`config.mk`:
```
export PLATFORM = sky130hd
export DESIGN_NAME = decimal_text_to_residue_core_flat
export DESIGN_NICKNAME = d
export VERILOG_FILES = /design/src/hw/rtl/dtr_pkg.sv /design/src/hw/rtl/dtr_char_if.sv /design/src/hw/rtl/dtr_result_if.sv /design/src/hw/rtl/dtr_cfg_if.sv /design/src/hw/rtl/decimal_text_to_residue_core.sv /design/src/hw/rtl/dtr_rem_unit.sv /design/src/flat_wrapper.sv
export VERILOG_INCLUDE_DIRS = /design/src /design/src/hw/rtl
export SDC_FILE = /design/constraint.sdc
export NUM_CORES = 1
export LEC_CHECK = 0
export BUFFER_PORTS_ARGS = -buffer_cell sky130_fd_sc_hd__buf_2
export CAP_MARGIN = 5
export CELL_PAD_IN_SITES_DETAIL_PLACEMENT = 1
export CELL_PAD_IN_SITES_GLOBAL_PLACEMENT = 1
export CORE_MARGIN = 1
export CORE_UTILIZATION = 52
export CTS_BUF_LIST = sky130_fd_sc_hd__clkbuf_4 sky130_fd_sc_hd__clkbuf_8 sky130_fd_sc_hd__clkbuf_16
export CTS_CLUSTER_SIZE = 30
export DETAILED_ROUTE_END_ITERATION = 7
export PLACE_DENSITY = 0.89
export SETUP_SLACK_MARGIN = 0.3
export SLEW_MARGIN = 10
export SYNTH_ARGS = -nofsm -noshare
export SYNTH_HDL_FRONTEND = slang
export SYNTH_SLANG_ARGS = --single-unit
```
`constraint.sdc`:
```
create_clock -name clk -period 21.7 [get_ports clk]
set_input_delay 1.085 -clock clk [delete_from_list [all_inputs] [get_ports clk]]
set_output_delay 1.085 -clock clk [all_outputs]
set_load 0.05 [all_outputs]
```
`src/hw/rtl/decimal_text_to_residue_core_assert.svh`:
```
// Assertion macros shared by the RTL files.
`ifndef DECIMAL_TEXT_TO_RESIDUE_CORE_ASSERT_SVH
`define DECIMAL_TEXT_TO_RESIDUE_CORE_ASSERT_SVH

// Same-cycle implication, held off during reset.
`define DTR_ASSERT_NOW(label, clk, rst, cond, expect_now) \
  label: assert property (@(posedge clk) disable iff (rst) (cond) |-> (expect_now)) \
    else $error("dtr assertion failed");

// Next-cycle implication, held off during reset.
`define DTR_ASSERT_NEXT(label, clk, rst, cond, expect_next) \
  label: assert property (@(posedge clk) disable iff (rst) (cond) |=> (expect_next)) \
    else $error("dtr assertion failed");

`endif

```
`src/hw/rtl/dtr_pkg.sv`:
```
`timescale 1ns / 1ps
package dtr_pkg;

  localparam int ACC_W   = 64;
  localparam int MOD_W   = 31;
  localparam int REM_W   = MOD_W + 1;
  localparam int COUNT_W = 16;
  localparam int CHAR_W  = 8;
  localparam int IDX_W   = 8;
  localparam int DATA_W  = 32;
  localparam int STEP_W  = 7;

  localparam logic [CHAR_W-1:0]  CH_ZERO   = 8'd48;
  localparam logic [CHAR_W-1:0]  CH_NINE   = 8'd57;
  localparam logic [COUNT_W-1:0] COUNT_MAX = 16'hFFFF;

  // Register indexes on the config port
  localparam logic [IDX_W-1:0] CFG_MODULUS = 8'd0;
  localparam logic [IDX_W-1:0] CFG_WIDE    = 8'd1;

  // Remainder steps: short run when the dividend is below 16 * modulus
  localparam logic [STEP_W-1:0] STEPS_SHORT = 7'd4;
  localparam logic [STEP_W-1:0] STEPS_FULL  = 7'd64;

  typedef struct packed {
    logic             start;
    logic             short_run;
    logic [ACC_W-1:0] dividend;
    logic [MOD_W-1:0] modulus;
  } rem_req_t;

  typedef struct packed {
    logic             busy;
    logic             done;
    logic [MOD_W-1:0] rem;
  } rem_rsp_t;

endpackage

```
`src/hw/rtl/dtr_char_if.sv`:
```
`timescale 1ns / 1ps
interface dtr_char_if;
  logic       valid;
  logic       ready;
  logic [7:0] char_code;

  modport source (output valid, output char_code, input ready);
  modport sink (input valid, input char_code, output ready);
endinterface

```
`src/hw/rtl/dtr_result_if.sv`:
```
`timescale 1ns / 1ps
interface dtr_result_if;
  logic               valid;
  logic               ready;
  logic signed [63:0] value;
  logic [15:0]        digit_count;

  modport source (output valid, output value, output digit_count, input ready);
  modport sink (input valid, input value, input digit_count, output ready);
endinterface

```
`src/hw/rtl/dtr_cfg_if.sv`:
```
`timescale 1ns / 1ps
interface dtr_cfg_if;
  logic        valid;
  logic        ready;
  logic [7:0]  index;
  logic [31:0] data;

  modport source (output valid, output index, output data, input ready);
  modport sink (input valid, input index, input data, output ready);
endinterface

```
`src/hw/rtl/decimal_text_to_residue_core.sv`:
```
// Decimal text to residue: takes one character byte per beat on chars and gathers
// each run of digits '0'..'9' into an integer. With a nonzero modulus the value is
// reduced after every digit; with modulus zero it wraps at 64 bits. A non-digit byte
// closes the run and emits one beat on results: the value (1 when no digit came),
// truncated and sign extended from 32 bits unless wide_result is set, and the digit
// count, saturating at 65535. Timing is set by the shared restoring remainder unit,
// which retires one dividend bit per cycle. A digit with modulus zero passes through
// the multiply state alone; otherwise it goes on to a short remainder run, or after
// a modulus write to a full 64-bit one, as does the closing byte of a run not yet
// reduced under the new modulus. A non-digit waits in the emit state for the result
// register to drain. Config writes are taken at any cycle and meant for idle.
`timescale 1ns / 1ps
`include "decimal_text_to_residue_core_assert.svh"
module decimal_text_to_residue_core
  import dtr_pkg::*;
(
  input  logic              clk,
  input  logic              rst,
  dtr_char_if.sink          chars,
  dtr_result_if.source      results,
  dtr_cfg_if.sink           cfg
);

  localparam logic [1:0] ST_IDLE = 2'd0;
  localparam logic [1:0] ST_MUL  = 2'd1;
  localparam logic [1:0] ST_DIV  = 2'd2;
  localparam logic [1:0] ST_EMIT = 2'd3;

  logic [1:0]         state;

  // config registers
  logic [MOD_W-1:0]   modulus;
  logic               wide_result;

  // run state
  logic [ACC_W-1:0]   acc;
  logic [COUNT_W-1:0] digits;
  logic               reduced;    // acc zero or acc < modulus under the current modulus
  logic [3:0]         digit;
  logic               div_emit;   // remainder feeds the result, not acc
  logic [ACC_W-1:0]   pend;       // value waiting for the result register

  // result register
  logic               out_valid;
  logic [ACC_W-1:0]   out_value;
  logic [COUNT_W-1:0] out_count;

  logic               in_beat;
  logic               is_digit;
  logic               out_free;
  logic [ACC_W-1:0]   prod;
  logic [CHAR_W-1:0]  char_off;
  logic [COUNT_W-1:0] digits_inc;

  rem_req_t           rem_req;
  rem_rsp_t           rem_rsp;

  assign chars.ready = (state == ST_IDLE);
  assign cfg.ready   = 1'b1;
  assign in_beat     = chars.valid && chars.ready;
  assign is_digit    = (chars.char_code >= CH_ZERO) && (chars.char_code <= CH_NINE);
  assign char_off    = chars.char_code - CH_ZERO;
  assign out_free    = !out_valid || results.ready;

  // acc * 10 + digit as shifts and adds
  assign prod       = {acc[ACC_W-4:0], 3'b000} + {acc[ACC_W-2:0], 1'b0}
                    + {{(ACC_W-4){1'b0}}, digit};
  assign digits_inc = (digits == COUNT_MAX) ? digits : digits + 16'd1;

  always_comb begin
    rem_req.start     = 1'b0;
    rem_req.short_run = 1'b0;
    rem_req.dividend  = prod;
    rem_req.modulus   = modulus;
    case (state)
      ST_IDLE: begin
        // closing byte of a run never reduced under this modulus
        if (in_beat && !is_digit && digits != '0 && modulus != '0 && !reduced) begin
          rem_req.start    = 1'b1;
          rem_req.dividend = acc;
        end
      end
      ST_MUL: begin
        if (modulus != '0) begin
          rem_req.start     = 1'b1;
          rem_req.short_run = reduced;
        end
      end
      default: begin
      end
    endcase
  end

  dtr_rem_unit u_rem (
    .clk (clk),
    .rst (rst),
    .req (rem_req),
    .rsp (rem_rsp)
  );

  always_ff @(posedge clk) begin
    if (rst) begin
      state       <= ST_IDLE;
      modulus     <= '0;
      wide_result <= 1'b0;
      acc         <= '0;
      digits      <= '0;
      reduced     <= 1'b1;
      out_valid   <= 1'b0;
      div_emit    <= 1'b0;
    end else begin
      if (out_valid && results.ready) begin
        out_valid <= 1'b0;
      end
      case (state)
        ST_IDLE: begin
          if (in_beat) begin
            if (is_digit) begin
              digit <= char_off[3:0];
              state <= ST_MUL;
            end else if (digits == '0) begin
              pend  <= {{(ACC_W-1){1'b0}}, 1'b1};
              state <= ST_EMIT;
            end else if (modulus != '0 && !reduced) begin
              div_emit <= 1'b1;
              state    <= ST_DIV;
            end else begin
              pend  <= acc;
              state <= ST_EMIT;
            end
          end
        end
        ST_MUL: begin
          if (modulus == '0) begin
            acc     <= prod;
            reduced <= 1'b0;
            digits  <= digits_inc;
            state   <= ST_IDLE;
          end else begin
            div_emit <= 1'b0;
            state    <= ST_DIV;
          end
        end
        ST_DIV: begin
          if (rem_rsp.done) begin
            if (div_emit) begin
              pend  <= {{(ACC_W-MOD_W){1'b0}}, rem_rsp.rem};
              state <= ST_EMIT;
            end else begin
              acc     <= {{(ACC_W-MOD_W){1'b0}}, rem_rsp.rem};
              reduced <= 1'b1;
              digits  <= digits_inc;
              state   <= ST_IDLE;
            end
          end
        end
        ST_EMIT: begin
          if (out_free) begin
            out_valid <= 1'b1;
            out_value <= wide_result ? pend : {{32{pend[31]}}, pend[31:0]};
            out_count <= digits;
            acc       <= '0;
            digits    <= '0;
            reduced   <= 1'b1;
            state     <= ST_IDLE;
          end
        end
        default: begin
          state <= ST_IDLE;
        end
      endcase
      // config last: a modulus write invalidates the reduced mark
      if (cfg.valid && cfg.ready) begin
        case (cfg.index)
          CFG_MODULUS: begin
            modulus <= cfg.data[MOD_W-1:0];
            reduced <= 1'b0;
          end
          CFG_WIDE: begin
            wide_result <= cfg.data[0];
          end
          default: begin
          end
        endcase
      end
    end
  end

  assign results.valid       = out_valid;
  assign results.value       = out_value;
  assign results.digit_count = out_count;

  `DTR_ASSERT_NOW(a_empty_run, clk, rst, out_valid && out_count == '0, out_value == 64'd1)
  `DTR_ASSERT_NEXT(a_digit_mul, clk, rst, in_beat && is_digit, state == ST_MUL)
  `DTR_ASSERT_NEXT(a_div_exit, clk, rst, state == ST_DIV && rem_rsp.done,
                   state == ST_IDLE || state == ST_EMIT)

endmodule

```
`src/hw/rtl/dtr_rem_unit.sv`:
```
`timescale 1ns / 1ps
`include "decimal_text_to_residue_core_assert.svh"
// Restoring remainder, one dividend bit per cycle.
module dtr_rem_unit
  import dtr_pkg::*;
(
  input  logic     clk,
  input  logic     rst,
  input  rem_req_t req,
  output rem_rsp_t rsp
);

  logic              busy;
  logic              done;
  logic [STEP_W-1:0] steps;
  logic [REM_W-1:0]  rem;
  logic [ACC_W-1:0]  shreg;
  logic [MOD_W-1:0]  mod_l;

  logic [REM_W-1:0]  trial;
  logic              fits;

  assign trial = {rem[REM_W-2:0], shreg[ACC_W-1]};
  assign fits  = trial >= {1'b0, mod_l};

  always_ff @(posedge clk) begin
    if (rst) begin
      busy <= 1'b0;
      done <= 1'b0;
      steps <= '0;
    end else begin
      done <= 1'b0;
      if (busy) begin
        rem   <= fits ? trial - {1'b0, mod_l} : trial;
        shreg <= {shreg[ACC_W-2:0], 1'b0};
        steps <= steps - 7'd1;
        if (steps == 7'd1) begin
          busy <= 1'b0;
          done <= 1'b1;
        end
      end else if (req.start) begin
        busy  <= 1'b1;
        mod_l <= req.modulus;
        if (req.short_run) begin
          // dividend < 16*m, so its top bits are already a remainder
          rem   <= {1'b0, req.dividend[MOD_W+3:4]};
          shreg <= {req.dividend[3:0], {(ACC_W-4){1'b0}}};
          steps <= STEPS_SHORT;
        end else begin
          rem   <= '0;
          shreg <= req.dividend;
          steps <= STEPS_FULL;
        end
      end
    end
  end

  assign rsp.busy = busy;
  assign rsp.done = done;
  assign rsp.rem  = rem[MOD_W-1:0];

  `DTR_ASSERT_NOW(a_start_mod, clk, rst, req.start && !busy, req.modulus != '0)
  `DTR_ASSERT_NOW(a_rem_below, clk, rst, busy, rem < {1'b0, mod_l})
  `DTR_ASSERT_NEXT(a_last_step, clk, rst, busy && steps == 7'd1, done && !busy)

endmodule
```
`src/flat_wrapper.sv`:
```
// flat-port wrapper written by rule: the top's interface ports become plain ports
module decimal_text_to_residue_core_flat import dtr_pkg::*;
  (clk, rst, chars_valid, chars_char_code, chars_ready, results_valid, results_value, results_digit_count, results_ready, cfg_valid, cfg_index, cfg_data, cfg_ready);
  dtr_char_if chars_i ();
  dtr_result_if results_i ();
  dtr_cfg_if cfg_i ();
  input  logic clk;
  input  logic rst;
  input wire logic [$bits(chars_i.valid)-1:0] chars_valid;
  input wire logic [$bits(chars_i.char_code)-1:0] chars_char_code;
  output wire logic [$bits(chars_i.ready)-1:0] chars_ready;
  output wire logic [$bits(results_i.valid)-1:0] results_valid;
  output wire logic [$bits(results_i.value)-1:0] results_value;
  output wire logic [$bits(results_i.digit_count)-1:0] results_digit_count;
  input wire logic [$bits(results_i.ready)-1:0] results_ready;
  input wire logic [$bits(cfg_i.valid)-1:0] cfg_valid;
  input wire logic [$bits(cfg_i.index)-1:0] cfg_index;
  input wire logic [$bits(cfg_i.data)-1:0] cfg_data;
  output wire logic [$bits(cfg_i.ready)-1:0] cfg_ready;
  assign chars_i.valid = chars_valid;
  assign chars_i.char_code = chars_char_code;
  assign chars_ready = chars_i.ready;
  assign results_valid = results_i.valid;
  assign results_value = results_i.value;
  assign results_digit_count = results_i.digit_count;
  assign results_i.ready = results_ready;
  assign cfg_i.valid = cfg_valid;
  assign cfg_i.index = cfg_index;
  assign cfg_i.data = cfg_data;
  assign cfg_ready = cfg_i.ready;
  decimal_text_to_residue_core u_core (.clk(clk), .rst(rst), .chars(chars_i), .results(results_i), .cfg(cfg_i));
endmodule
```
==> metrics.txt <==
outcome=completed; peak supply drop=74.01 µV; clock sinks=400; core area=42230 µm²; Total Die Area=43870 µm²; layout cells sized above 1=11.64%; post-DP HPWL=49640 µm; routed via count=18639; Static Leakage=9.929 nW; Met3 Routed Length=5314 µm; ranking of synthesized cells by area=edfxtp_1 37%, dfxtp_1 11%, ha_1 8.8%; Post-Synthesis Cell Area=22380 µm²; Achievable Freq=0.2208 GHz; arrival time worst endpoint=4850 ps; gr ovfl total=0; Setup Fix Bufs, Post-CTS=0; register area share after synthesis=48.04%; Internal Pwr Total=1.360 mW; Worst setup SP type=flip-flop; cell taking the most area after synthesis=edfxtp_1; number of global-route vias before repair=19115; WS Path Type=flip-flop to flip-flop; Final Skew=18.54 ps; DRT iter0 DRCs=1521; Hold Slack=419.4 ps; nets@finish=2540; top cells by count, synth=346 x nand2_1, 274 x edfxtp_1, 168 x a21oi_1; Die W=209.4 µm; pre-CTS setup slack=17320 ps; Root Buffer=clkbuf_16; Initial Util=52.99%; detailed-route wire length per cell=24.55 µm; switching share of power=26.62%; top-area cell type share of the netlist area=36.77%; P&R area growth vs syn=11.13%; Mean Syn Cell Area=9.968 µm²; antenna violations before repair=3; FP Rows=75; combinational share of power=12.0%; max-slew violations=0; PwrDens=74.50 nW/µm²; antenna-violating nets left=0; RSZ-0062 raised after global routing=false; worst reg2reg setup slack=17170 ps; DR vias/cell=6.421; Seq pwr share=46.0%; die height=209.4 µm; syn nets=2458; synthesis-stage register bit count=400; Ports=136; overall routing resource usage=32.39%; top routing layer in use=met5; ys flop type=edfxtp_1; post-cts sizing count=0; cts bufs inserted=44; Filler cells=4659; largest net degree at the start of global routing=79; Final Critical Period=4528 ps; fin util=58.89%; Clock Power Share=42.1%; post-route worst setup slack=17170 ps; Yosys cell types=88; critical path endpoint category=flip-flop; clock-pin slew on the worst setup and hold paths=60 ps; Post-CTS Hold Buffers=0; Final period util=20.87%; Pwr Total=1.853 mW; met2 wire len=32650 µm; Mapped Cells=2245; Post-synth EDFFs=274; most used standard cell by instance count after synthesis=nand2_1; Final Hold Fails=0; first-pass GRT wire length=110300 µm; Max clock buf depth=3; Routed WL=71260 µm; routability cong.=0.9294; async set-reset flop share out of synthesis=0%; wl on met1=30880 µm; Slew Limit Headroom=16.30%; Pre-Repair DR Iteration Count=6; DRC=0; Setup TNS=0 ps; hold crit path type=flip-flop to flip-flop; Tightest Pin Transition=1251 ps; max-cap violations=0; worst skew pair latency=590 ps; CTS tree=built; Syn. warnings=0; endpoints failing setup=0; Sw Pwr=0.4931 mW; PortBufs=133; H-Tree Depth=2; Worst Path Max Fanout=5; Data required, critical path=22020 ps
==> area by class of cell <==
class / instances / area (µm²) / share of cell area (%)
multi-input cells: 1657 / 10850 / 43.64
flip-flops and latches: 400 / 10750 / 43.24
clock buffers: 59 / 1262 / 5.077
repair buffers: 155 / 830.8 / 3.341
well taps: 539 / 674.4 / 2.712
inverters: 69 / 259.0 / 1.042
clock inverters: 23 / 235.2 / 0.9459
diodes: 1 / 2.502 / 0.01006
==> registers in the layout (all words and copies together), names as in the netlist <==
| name | count |
|---|---|
| u_core.pend | 64 |
| u_core.u_rem.rem | 31 |
| u_core.state | 2 |
| u_core.div_emit | 1 |
| u_core.u_rem.busy | 1 |
| u_core.results.digit_count | 16 |
| u_core.results.valid | 1 |
| u_core.u_rem.steps | 7 |
| u_core.results.value | 64 |
| u_core.u_rem.mod_l | 31 |
| u_core.u_rem.done | 1 |
| u_core.wide_result | 1 |
| u_core.reduced | 1 |
| u_core.digit | 4 |
| u_core.digits | 16 |
| u_core.acc | 64 |
| u_core.u_rem.shreg | 64 |
| u_core.modulus | 31 |
==> path summary, 6_finish.rpt <==
| check | cells past startpoint | to | startpoint |
|---|---|---|---|
| setup / recovery | 14 | u_core.u_rem.shreg[61] | u_core.acc[2] |
| hold / removal | 0 | u_core.results.value[4] | u_core.pend[4] |
| setup reg to reg | 14 | u_core.u_rem.shreg[61] | u_core.acc[2] |
| hold reg to reg | 0 | u_core.results.value[4] | u_core.pend[4] |
==> critical path, cell delays in order, from the launching register on <==
cell	delay (ps)
dfxtp_1	450
inv_1	120
fa_1	550
inv_1	70
ha_1	320
a211oi_2	100
o21ai_2	190
o2111ai_2	270
o21ai_1	340
a31oi_1	280
a41oi_2	380
a41oi_2	330
o41ai_1	550
xor2_1	170
o2bb2ai_1	150
==> placed cells by master, fill, tap and decap left out, types with 23 or more instances in the layout <==
| cell type | instances |
|---|---|
| nand2_1 | 345 |
| edfxtp_1 | 274 |
| a21oi_1 | 168 |
| o21ai_0 | 162 |
| ha_1 | 157 |
| buf_2 | 133 |
| nor2_1 | 132 |
| dfxtp_1 | 125 |
| inv_1 | 69 |
| xnor2_1 | 56 |
| nor3_1 | 54 |
| mux2i_1 | 50 |
| a22o_1 | 45 |
| clkbuf_16 | 45 |
| a21o_1 | 43 |
| xor2_1 | 42 |
| and2_1 | 39 |
| nand4_1 | 29 |
| a221oi_1 | 25 |
| nand3_1 | 23 |
==> cell families after synthesis <==
family                   synth area share, %
AND/OR/NAND/NOR                        14.39
AO/OA/AOI/OAI                          18.54
flip-flops                             48.04
buffers and inverters                  3.903
adder cells (fa/ha/maj)                9.047
XOR/XNOR                               3.836
multiplexers                           2.237
other                                0.01676
==> per-stage QoR <==
step	area, µm²	std cells
global placement	23370	2820
global route	24870	2902
detailed placement	23370	2820
finish	24870	2903
CTS	24870	2902
floorplan	22380	2245
==> power groups by stage <==
stage	logic [mW]	registers (mW)	clock network, mW
after floorplan	0.138	0.870	0
after global placement	0.203	0.865	0
after detailed placement	0.213	0.867	0
after CTS	0.217	0.851	0.790
after global routing	0.237	0.853	0.817
final	0.222	0.851	0.779
==> routing by layer <==
metal | vias up | track usage, %
li1 | 8452 | -
met1 | 9245 | 44.90
met2 | 782 | 51.79
met3 | 156 | 4.833
met4 | 4 | 11.31
met5 | - | 0
(Power assumes the default switching activity.)
